**src/rtl/acci_pkg.sv**
```systemverilog
`default_nettype none
package acci_pkg;

	// Geometry and request widths.
	localparam int LBA_BITS   = 28;
	localparam int HPC_W      = 5;
	localparam int SPT_W      = 6;
	localparam int PC_W       = HPC_W + SPT_W;
	localparam int CYL_W      = 16;
	localparam int COUNT_W    = 8;
	localparam int CMD_W      = 8;
	localparam int DIR_W      = 2;
	localparam int DW_W       = 15;
	localparam int IDX_W      = 3;
	localparam int VAL_W      = 8;
	localparam int DWORD_SHIFT = 7;

	// Cylinder divider: quotient bits resolved per pipeline stage.
	localparam int BPS        = 4;
	localparam int DIV_STAGES = (LBA_BITS + BPS - 1) / BPS;
	localparam int LBA_PAD    = DIV_STAGES * BPS;

	// Queue between the conversion pipeline and the register sequencer.
	localparam int QDEPTH  = 8;
	localparam int QPTR_W  = $clog2(QDEPTH);
	localparam int QCNT_W  = $clog2(QDEPTH + 1);

	// Configuration port.
	localparam int PADDR_W   = 4;
	localparam int PDATA_W   = 32;
	localparam int CFG_IDX_W = 2;
	localparam logic [CFG_IDX_W-1:0] CFG_HEADS    = 2'd0;
	localparam logic [CFG_IDX_W-1:0] CFG_SPT      = 2'd1;
	localparam logic [CFG_IDX_W-1:0] CFG_READ_OP  = 2'd2;
	localparam logic [CFG_IDX_W-1:0] CFG_WRITE_OP = 2'd3;

	localparam logic [HPC_W-1:0] HEADS_RST    = 5'd16;
	localparam logic [SPT_W-1:0] SPT_RST      = 6'd63;
	localparam logic [CMD_W-1:0] READ_OP_RST  = 8'h20;
	localparam logic [CMD_W-1:0] WRITE_OP_RST = 8'h30;

	// Task file register indexes.
	localparam logic [IDX_W-1:0] REG_COUNT    = 3'd2;
	localparam logic [IDX_W-1:0] REG_SECTOR   = 3'd3;
	localparam logic [IDX_W-1:0] REG_CYL_LOW  = 3'd4;
	localparam logic [IDX_W-1:0] REG_CYL_HIGH = 3'd5;
	localparam logic [IDX_W-1:0] REG_DRV_HEAD = 3'd6;
	localparam logic [IDX_W-1:0] REG_COMMAND  = 3'd7;

	localparam logic [VAL_W-1:0] DRV_HEAD_BASE = 8'hA0;

	localparam logic [DIR_W-1:0] DIR_NONE  = 2'd0;
	localparam logic [DIR_W-1:0] DIR_READ  = 2'd1;
	localparam logic [DIR_W-1:0] DIR_WRITE = 2'd2;

	typedef struct packed {
		logic [HPC_W-1:0] heads;
		logic [SPT_W-1:0] spt;
		logic [CMD_W-1:0] read_op;
		logic [CMD_W-1:0] write_op;
	} cfg_t;

	typedef struct packed {
		logic [COUNT_W-1:0] count;
		logic [CMD_W-1:0]   cmd;
		logic [DIR_W-1:0]   dir;
		logic [CYL_W-1:0]   cyl;
		logic [HPC_W-1:0]   head;
		logic [SPT_W-1:0]   sect;
	} req_t;

	typedef struct packed {
		logic [IDX_W-1:0] idx;
		logic [VAL_W-1:0] value;
		logic [DIR_W-1:0] dir;
		logic [DW_W-1:0]  dwords;
		logic             last;
	} wr_t;

endpackage
`default_nettype wire

```
**src/rtl/acci_regs.sv**
```systemverilog
`default_nettype none
module acci_regs (
	input  wire logic                          clk,
	input  wire logic                          arst_n,
	input  wire logic                          psel,
	input  wire logic                          penable,
	input  wire logic                          pwrite,
	input  wire logic [acci_pkg::PADDR_W-1:0]  paddr,
	input  wire logic [acci_pkg::PDATA_W-1:0]  pwdata,
	output logic      [acci_pkg::PDATA_W-1:0]  prdata,
	output logic                               pready,
	output acci_pkg::cfg_t                     cfg
);

	acci_pkg::cfg_t                      cfg_q;
	logic [acci_pkg::CFG_IDX_W-1:0]      sel;
	logic                                wr_en;

	assign sel    = paddr[acci_pkg::PADDR_W-1:2];
	assign pready = 1'b1;
	assign wr_en  = psel && penable && pwrite && pready;
	assign cfg    = cfg_q;

	always_ff @(posedge clk or negedge arst_n) begin
		if (!arst_n) begin
			cfg_q.heads    <= acci_pkg::HEADS_RST;
			cfg_q.spt      <= acci_pkg::SPT_RST;
			cfg_q.read_op  <= acci_pkg::READ_OP_RST;
			cfg_q.write_op <= acci_pkg::WRITE_OP_RST;
		end else if (wr_en) begin
			case (sel)
				acci_pkg::CFG_HEADS:    cfg_q.heads    <= pwdata[acci_pkg::HPC_W-1:0];
				acci_pkg::CFG_SPT:      cfg_q.spt      <= pwdata[acci_pkg::SPT_W-1:0];
				acci_pkg::CFG_READ_OP:  cfg_q.read_op  <= pwdata[acci_pkg::CMD_W-1:0];
				acci_pkg::CFG_WRITE_OP: cfg_q.write_op <= pwdata[acci_pkg::CMD_W-1:0];
				default: begin
				end
			endcase
		end
	end

	always_comb begin
		case (sel)
			acci_pkg::CFG_HEADS:    prdata = acci_pkg::PDATA_W'(cfg_q.heads);
			acci_pkg::CFG_SPT:      prdata = acci_pkg::PDATA_W'(cfg_q.spt);
			acci_pkg::CFG_READ_OP:  prdata = acci_pkg::PDATA_W'(cfg_q.read_op);
			acci_pkg::CFG_WRITE_OP: prdata = acci_pkg::PDATA_W'(cfg_q.write_op);
			default:                prdata = '0;
		endcase
	end

endmodule
`default_nettype wire

```
**src/rtl/acci_front.sv**
```systemverilog
`default_nettype none
module acci_front (
	input  wire logic                           clk,
	input  wire logic                           arst_n,
	input  wire logic                           push,
	output logic                                full,
	input  wire logic [acci_pkg::LBA_BITS-1:0]  block_address,
	input  wire logic [acci_pkg::COUNT_W-1:0]   sector_count,
	input  wire logic [acci_pkg::CMD_W-1:0]     command,
	input  wire acci_pkg::cfg_t                 cfg,
	input  wire logic                           q_pop,
	output logic                                req_valid,
	output acci_pkg::req_t                      req
);

	typedef struct packed {
		logic [acci_pkg::LBA_PAD-1:0] num;
		logic [acci_pkg::PC_W-1:0]    rem;
		logic [acci_pkg::CYL_W-1:0]   quo;
		logic [acci_pkg::COUNT_W-1:0] count;
		logic [acci_pkg::CMD_W-1:0]   cmd;
		logic [acci_pkg::DIR_W-1:0]   dir;
	} div_t;

	// One stage of the cylinder divider: BPS restoring steps.
	function automatic div_t div_stage(input div_t x, input logic [acci_pkg::PC_W-1:0] d);
		div_t                       y;
		logic [acci_pkg::PC_W:0]    t;
		logic [acci_pkg::BPS-1:0]   qb;
		logic                       ge;
		y  = x;
		qb = '0;
		for (int i = 0; i < acci_pkg::BPS; i++) begin
			t     = {y.rem, y.num[acci_pkg::LBA_PAD-1]};
			y.num = {y.num[acci_pkg::LBA_PAD-2:0], 1'b0};
			ge    = (t >= {1'b0, d});
			if (ge) begin
				t = t - {1'b0, d};
			end
			qb    = {qb[acci_pkg::BPS-2:0], ge};
			y.rem = t[acci_pkg::PC_W-1:0];
		end
		y.quo = {y.quo[acci_pkg::CYL_W-acci_pkg::BPS-1:0], qb};
		return y;
	endfunction

	logic [acci_pkg::HPC_W-1:0]  heads_eff;
	logic [acci_pkg::SPT_W-1:0]  spt_eff;
	logic [acci_pkg::PC_W-1:0]   per_cyl;
	logic                        accept;
	logic [acci_pkg::QCNT_W-1:0] credit_q;
	div_t                        entry;
	div_t                        div_s   [acci_pkg::DIV_STAGES];
	logic                        div_v_s [acci_pkg::DIV_STAGES];
	acci_pkg::req_t              req_s;
	logic                        req_v_s;
	div_t                        last_div;
	logic [acci_pkg::SPT_W-1:0]  r2;
	logic [acci_pkg::SPT_W:0]    t2;
	logic [acci_pkg::HPC_W-1:0]  hq;
	logic                        ge2;

	// A geometry value of zero behaves as one.
	assign heads_eff = (cfg.heads == '0) ? acci_pkg::HPC_W'(1) : cfg.heads;
	assign spt_eff   = (cfg.spt == '0) ? acci_pkg::SPT_W'(1) : cfg.spt;
	assign per_cyl   = acci_pkg::PC_W'(heads_eff) * acci_pkg::PC_W'(spt_eff);

	// Credits cover every request in the pipeline or waiting in the queue,
	// so the queue can never overflow.
	assign full   = (credit_q == acci_pkg::QCNT_W'(acci_pkg::QDEPTH));
	assign accept = push && !full;

	always_ff @(posedge clk or negedge arst_n) begin
		if (!arst_n) begin
			credit_q <= '0;
		end else begin
			case ({accept, q_pop})
				2'b10:   credit_q <= credit_q + acci_pkg::QCNT_W'(1);
				2'b01:   credit_q <= credit_q - acci_pkg::QCNT_W'(1);
				default: credit_q <= credit_q;
			endcase
		end
	end

	always_comb begin
		entry.num   = acci_pkg::LBA_PAD'(block_address);
		entry.rem   = '0;
		entry.quo   = '0;
		entry.count = sector_count;
		entry.cmd   = command;
		if (command == cfg.read_op) begin
			entry.dir = acci_pkg::DIR_READ;
		end else if (command == cfg.write_op) begin
			entry.dir = acci_pkg::DIR_WRITE;
		end else begin
			entry.dir = acci_pkg::DIR_NONE;
		end
	end

	for (genvar k = 0; k < acci_pkg::DIV_STAGES; k++) begin : g_div
		div_t stg_in;
		logic stg_v;
		if (k == 0) begin : g_first
			assign stg_in = entry;
			assign stg_v  = accept;
		end else begin : g_next
			assign stg_in = div_s[k-1];
			assign stg_v  = div_v_s[k-1];
		end

		always_ff @(posedge clk or negedge arst_n) begin
			if (!arst_n) begin
				div_v_s[k] <= 1'b0;
			end else begin
				div_v_s[k] <= stg_v;
			end
		end

		always_ff @(posedge clk) begin
			div_s[k] <= div_stage(stg_in, per_cyl);
		end
	end

	// Split the remainder into head and sector. The head is below the head
	// count, so only HPC_W quotient bits remain to be found.
	assign last_div = div_s[acci_pkg::DIV_STAGES-1];

	always_comb begin
		r2 = last_div.rem[acci_pkg::PC_W-1:acci_pkg::HPC_W];
		hq = '0;
		for (int i = acci_pkg::HPC_W - 1; i >= 0; i--) begin
			t2  = {r2, last_div.rem[i]};
			ge2 = (t2 >= {1'b0, spt_eff});
			if (ge2) begin
				t2 = t2 - {1'b0, spt_eff};
			end
			hq = {hq[acci_pkg::HPC_W-2:0], ge2};
			r2 = t2[acci_pkg::SPT_W-1:0];
		end
	end

	always_ff @(posedge clk or negedge arst_n) begin
		if (!arst_n) begin
			req_v_s <= 1'b0;
		end else begin
			req_v_s <= div_v_s[acci_pkg::DIV_STAGES-1];
		end
	end

	always_ff @(posedge clk) begin
		req_s.count <= last_div.count;
		req_s.cmd   <= last_div.cmd;
		req_s.dir   <= last_div.dir;
		req_s.cyl   <= last_div.quo;
		req_s.head  <= hq;
		req_s.sect  <= r2 + acci_pkg::SPT_W'(1);
	end

	assign req_valid = req_v_s;
	assign req       = req_s;

endmodule
`default_nettype wire

```
**src/rtl/acci_queue.sv**
```systemverilog
`default_nettype none
module acci_queue (
	input  wire logic           clk,
	input  wire logic           arst_n,
	input  wire logic           wr_en,
	input  wire acci_pkg::req_t wr_data,
	input  wire logic           rd_en,
	output acci_pkg::req_t      rd_data,
	output logic                not_empty
);

	acci_pkg::req_t               mem_q [acci_pkg::QDEPTH];
	logic [acci_pkg::QPTR_W-1:0]  wr_ptr_q;
	logic [acci_pkg::QPTR_W-1:0]  rd_ptr_q;
	logic [acci_pkg::QCNT_W-1:0]  cnt_q;

	assign not_empty = (cnt_q != '0);
	assign rd_data   = mem_q[rd_ptr_q];

	always_ff @(posedge clk) begin
		if (wr_en) begin
			mem_q[wr_ptr_q] <= wr_data;
		end
	end

	always_ff @(posedge clk or negedge arst_n) begin
		if (!arst_n) begin
			wr_ptr_q <= '0;
			rd_ptr_q <= '0;
			cnt_q    <= '0;
		end else begin
			if (wr_en) begin
				wr_ptr_q <= wr_ptr_q + acci_pkg::QPTR_W'(1);
			end
			if (rd_en) begin
				rd_ptr_q <= rd_ptr_q + acci_pkg::QPTR_W'(1);
			end
			case ({wr_en, rd_en})
				2'b10:   cnt_q <= cnt_q + acci_pkg::QCNT_W'(1);
				2'b01:   cnt_q <= cnt_q - acci_pkg::QCNT_W'(1);
				default: cnt_q <= cnt_q;
			endcase
		end
	end

endmodule
`default_nettype wire

```
**src/rtl/acci_back.sv**
```systemverilog
`default_nettype none
module acci_back (
	input  wire logic           clk,
	input  wire logic           arst_n,
	input  wire logic           q_not_empty,
	input  wire acci_pkg::req_t q_data,
	output logic                q_pop,
	input  wire logic           pop,
	output logic                empty,
	output acci_pkg::wr_t       wr
);

	acci_pkg::req_t               cur_q;
	logic                         cur_valid_q;
	logic [acci_pkg::IDX_W-1:0]   idx_q;
	acci_pkg::wr_t                out_q;
	logic                         out_valid_q;
	acci_pkg::wr_t                nxt;
	logic                         advance;
	logic                         finishing;

	// The output slot frees up in the same cycle its transfer completes.
	assign advance   = cur_valid_q && (!out_valid_q || pop);
	assign finishing = advance && (idx_q == acci_pkg::REG_COMMAND);
	assign q_pop     = q_not_empty && (!cur_valid_q || finishing);

	always_comb begin
		nxt.idx    = idx_q;
		nxt.dir    = acci_pkg::DIR_NONE;
		nxt.dwords = '0;
		nxt.last   = 1'b0;
		case (idx_q)
			acci_pkg::REG_COUNT:    nxt.value = cur_q.count;
			acci_pkg::REG_SECTOR:   nxt.value = acci_pkg::VAL_W'(cur_q.sect);
			acci_pkg::REG_CYL_LOW:  nxt.value = cur_q.cyl[7:0];
			acci_pkg::REG_CYL_HIGH: nxt.value = cur_q.cyl[15:8];
			acci_pkg::REG_DRV_HEAD: begin
				nxt.value = acci_pkg::DRV_HEAD_BASE | acci_pkg::VAL_W'(cur_q.head);
			end
			acci_pkg::REG_COMMAND: begin
				nxt.value = cur_q.cmd;
				nxt.dir   = cur_q.dir;
				nxt.last  = 1'b1;
				if (cur_q.dir != acci_pkg::DIR_NONE) begin
					nxt.dwords = acci_pkg::DW_W'({cur_q.count, acci_pkg::DWORD_SHIFT'(0)});
				end
			end
			default: nxt.value = '0;
		endcase
	end

	always_ff @(posedge clk or negedge arst_n) begin
		if (!arst_n) begin
			cur_valid_q <= 1'b0;
			idx_q       <= acci_pkg::REG_COUNT;
			out_valid_q <= 1'b0;
		end else begin
			if (q_pop) begin
				cur_valid_q <= 1'b1;
				idx_q       <= acci_pkg::REG_COUNT;
			end else if (finishing) begin
				cur_valid_q <= 1'b0;
			end else if (advance) begin
				idx_q <= idx_q + acci_pkg::IDX_W'(1);
			end
			if (advance) begin
				out_valid_q <= 1'b1;
			end else if (pop) begin
				out_valid_q <= 1'b0;
			end
		end
	end

	always_ff @(posedge clk) begin
		if (q_pop) begin
			cur_q <= q_data;
		end
		if (advance) begin
			out_q <= nxt;
		end
	end

	assign empty = !out_valid_q;
	assign wr    = out_q;

endmodule
`default_nettype wire

```
**src/rtl/ata_chs_command_issuer.sv**
```systemverilog
// The first task file write (count) follows the divider stages, the result register, the
// queue and the sequencer; the other five follow on consecutive cycles when pop is held
// high. The one result port carries six writes per request, so the sequencer takes a new
// request only as the last one reaches its command write; the pipelined divider takes a
// request every cycle while full is low, and up to 8 wait before the write sequencer.
// Reset: arst_n clears all control state at once; geometry and opcodes take their defaults.
`default_nettype none
module ata_chs_command_issuer (
	input  wire logic                           clk,
	input  wire logic                           arst_n,
	input  wire logic                           push,
	output logic                                full,
	input  wire logic [acci_pkg::LBA_BITS-1:0]  block_address,
	input  wire logic [acci_pkg::COUNT_W-1:0]   sector_count,
	input  wire logic [acci_pkg::CMD_W-1:0]     command,
	output logic                                empty,
	input  wire logic                           pop,
	output logic      [acci_pkg::IDX_W-1:0]     reg_index,
	output logic      [acci_pkg::VAL_W-1:0]     reg_value,
	output logic      [acci_pkg::DIR_W-1:0]     transfer_dir,
	output logic      [acci_pkg::DW_W-1:0]      transfer_dwords,
	output logic                                last,
	input  wire logic                           psel,
	input  wire logic                           penable,
	input  wire logic                           pwrite,
	input  wire logic [acci_pkg::PADDR_W-1:0]   paddr,
	input  wire logic [acci_pkg::PDATA_W-1:0]   pwdata,
	output logic      [acci_pkg::PDATA_W-1:0]   prdata,
	output logic                                pready
);

	acci_pkg::cfg_t cfg;
	acci_pkg::req_t req;
	acci_pkg::req_t q_data;
	acci_pkg::wr_t  wr;
	logic           req_valid;
	logic           q_pop;
	logic           q_not_empty;

	acci_regs u_regs (
		.clk     (clk),
		.arst_n  (arst_n),
		.psel    (psel),
		.penable (penable),
		.pwrite  (pwrite),
		.paddr   (paddr),
		.pwdata  (pwdata),
		.prdata  (prdata),
		.pready  (pready),
		.cfg     (cfg)
	);

	acci_front u_front (
		.clk           (clk),
		.arst_n        (arst_n),
		.push          (push),
		.full          (full),
		.block_address (block_address),
		.sector_count  (sector_count),
		.command       (command),
		.cfg           (cfg),
		.q_pop         (q_pop),
		.req_valid     (req_valid),
		.req           (req)
	);

	acci_queue u_queue (
		.clk       (clk),
		.arst_n    (arst_n),
		.wr_en     (req_valid),
		.wr_data   (req),
		.rd_en     (q_pop),
		.rd_data   (q_data),
		.not_empty (q_not_empty)
	);

	acci_back u_back (
		.clk         (clk),
		.arst_n      (arst_n),
		.q_not_empty (q_not_empty),
		.q_data      (q_data),
		.q_pop       (q_pop),
		.pop         (pop),
		.empty       (empty),
		.wr          (wr)
	);

	assign reg_index       = wr.idx;
	assign reg_value       = wr.value;
	assign transfer_dir    = wr.dir;
	assign transfer_dwords = wr.dwords;
	assign last            = wr.last;

endmodule
`default_nettype wire

```
**config.mk**
```make
export PLATFORM = sky130hd
export DESIGN_NAME = ata_chs_command_issuer
export DESIGN_NICKNAME = d
export VERILOG_FILES = /design/src/rtl/acci_pkg.sv /design/src/rtl/acci_regs.sv /design/src/rtl/acci_front.sv /design/src/rtl/acci_queue.sv /design/src/rtl/acci_back.sv /design/src/rtl/ata_chs_command_issuer.sv
export SDC_FILE = /design/constraint.sdc
export NUM_CORES = 2
export LEC_CHECK = 0
export ABC_AREA = 1
export BUFFER_PORTS_ARGS = -buffer_cell sky130_fd_sc_hd__buf_2
export CAP_MARGIN = 30
export CORE_ASPECT_RATIO = 0.9
export CORE_MARGIN = 8
export CORE_UTILIZATION = 57
export CTS_CLUSTER_DIAMETER = 150
export DETAILED_ROUTE_END_ITERATION = 10
export PLACE_DENSITY = 0.75
export SLEW_MARGIN = 10
export SYNTH_ARGS = -nofsm -noshare
export SYNTH_HDL_FRONTEND = slang
export SYNTH_SLANG_ARGS = --single-unit
```
**constraint.sdc**
```tcl
create_clock -name clk -period 12.45 [get_ports clk]
set_input_delay 3.1125 -clock clk [delete_from_list [all_inputs] [get_ports clk]]
set_output_delay 3.1125 -clock clk [all_outputs]
set_load 0.1 [all_outputs]
```
==> run summary <==
setup ws final: 1030 ps
worst-path cell with the longest stage delay: dfstp_2
max incr delay on CP: 620 ps
Final min period: 11,420 ps
drt via density: 5.50
synthesized area per cell: 9.08 µm²
crit share post-route: 0.917
Pre-Repair DR Iteration Count: 8
hold slack: 304 ps
ys flop type: edfxtp_1
Port Buffers: 92
worst-skew pair later-pin latency: 660 ps
slew at the pin closest to its max-slew limit: 916 ps
CTS buffer count: 84
Util after Layout: 0.642
nets: 5,709
kind of critical path: reg -> reg
cell accounting for the most synthesized area: edfxtp_1
#FFs+latches synth: 853
Root Driver: clkbuf_16
drt total wl: 107 mm
Worst slew margin: 0.389
RSZ-0062 raised after global routing: no
CTS tree: done
hold_buf cts: 0
Post-Route Setup TNS: 0 ps
Chip Width: 314 µm
vias: 34,900
H-Tree Level Count: 3
Antenna Cells: 0
number of global-route vias before repair: 33,600
Final GP Congestion: 0.919
Die Y: 284 µm
drt wl/cell: 16.9 µm
first-pass GRT wire length: 172 mm
Clock transition at path regs: 60 ps
Critical Path AT: 11,930 ps
Synth area leaders: edfxtp_1, dfxtp_1, ha_1
total congestion overflow: 0
status: complete, no violations
DIE AREA: 89,200 µm²
Initial DRC Count: 2,977
crit-path most repeated cell: nand2_1
largest net degree at the start of global routing: 95
Ports: 151
Crit Path Max Fanout: 16
drt drc: 0
Syn Std Cell Area: 45,600 µm²
Setup WS pre-CTS: 719 ps
Hold Fails Final Rpt: 0
clock sinks: 853
effective utilization at floorplan: 0.574
register area share after synthesis: 0.475
critical path data required time: 12,960 ps
asr flop ratio synth: 0.0633
most frequent cell after synthesis: nand2_1
fill count: 6,199
synth unique cells: 65
maximum buffer depth of the clock tree: 3
GRT Overall Usage: 0.233
max-slew violations: 0
Hold Crit Class: reg -> reg
crit end category: register
core area: 79,300 µm²
share of cells above drive strength 1: 0.106
synthesis warning total: 0
most instantiated cells after synthesis: nand2_1, nor2_1, inv_1, edfxtp_1, dfxtp_1
Post-DP HPWL: 71.5 mm
initial antenna violation count: 0
top cell type's share of synthesized area: 0.281
antenna viol nets, final: 0
Clock Skew: 27.9 ps
EDFF count, synth: 427
Row Count: 98
Fmax achieved: 87.6 MHz
Area Growth Syn to Fin: 11.7%
CP startpoint kind: register
Setup violations, final: 0
Post-Synthesis Cells: 5,016
maxcap violations: 0
## placed cells by master (no fill, tap or decap), types with 14 or more instances in the layout
master / instances
ha_1: 357
conb_1: 32
xor2_1: 166
or2_2: 24
a21o_1: 17
o21ai_0: 345
inv_1: 488
nand3_2: 15
o21ai_1: 49
buf_4: 133
nand2_2: 34
dfxtp_1: 372
clkbuf_1: 14
clkbuf_16: 96
buf_2: 92
xnor2_1: 84
edfxtp_1: 427
fa_1: 46
o21bai_1: 23
o22ai_1: 46
a31oi_1: 60
nand3_1: 262
nand2_4: 18
nor2_4: 14
a21oi_1: 232
nand3_4: 18
dfrtp_1: 41
nand4_1: 58
nand2_1: 992
nor2_1: 498
nor3_1: 25
## per-stage QoR
| step | instances | instance area, µm² |
|---|---|---|
| 6_report | 6340 | 50900 |
| 2_1_floorplan | 5046 | 45700 |
| 4_1_cts | 6336 | 50800 |
| 5_1_grt | 6340 | 50900 |
| 3_3_place_gp | 6179 | 47900 |
| 3_5_place_dp | 6179 | 47900 |
## path summary, 6_finish.rpt
path                                       from                   end  slack [ps]  cells after the start
max in group asynchronous                arst_n         u_regs.cfg[0]        9320                      2
hold reg to reg            u_front.div_s[1][54]  u_front.div_s[2][58]         300                      0
min in group asynchronous                arst_n      u_queue.cnt_q[3]        2590                      2
hold / removal             u_front.div_s[1][54]  u_front.div_s[2][58]         300                      0
setup / recovery                 u_regs.cfg[18]  u_front.div_s[6][34]        1030                     68
setup reg to reg                 u_regs.cfg[18]  u_front.div_s[6][34]        1030                     68
## repair_timing
item / 4_1_cts / 5_1_grt
endpoints found under the setup margin: 0 / 70
setup buffers: 0 / 4
resized for setup: 0 / 24
## flip-flops by register name, indices dropped and copies added (netlist names), 6 cells and up
name                 cells
u_back.cur_q            45
u_back.wr               22
u_front.div_s          327
u_front.g_div.stg_v      6
u_front.req             45
u_queue.mem_q          360
u_regs.cfg              27
## cells by family after synthesis
kind of cell,after synthesis,share of synthesized area
simple gates,2000,0.193
compound gates,857,0.105
flops,853,0.475
buf+inv,646,0.0592
fa+ha+maj,403,0.118
xor+xnor,254,0.0488
other cells,2,0.000165
mux,1,0.000220
## worst max-delay path, delay by kind of cell, from the launching register on
kind	cells	cell delay [ps]
xor gates and xnor gates	1	190
and+or+nand+nor	34	3180
buffers and inverters	6	680
AOI/OAI and AO/OA	19	3000
DFF	1	620
adders and majority gates	8	3570
## layout make-up
cell class              instances  area (µm²)  share of cell area
repair buffers                234        1640              0.0322
well taps                    1050        1310              0.0258
inverters                     499        1880              0.0368
multi-input cells            3547       21500               0.422
clock inverters                38         372             0.00730
flip-flops and latches        853       21600               0.425
clock buffers                 119        2570              0.0505
## routing by layer
metal  up-vias  track usage  share of wire
met1     16300        0.307           0.43
li1      17300            -              -
met2      1086        0.396           0.47
met4         0       0.0702          0.028
met5         -            0              0
met3       205       0.0344          0.064
Power is not shown: default switching activity piles up to over one toggle a cycle in this logic, so the estimate is an artifact.
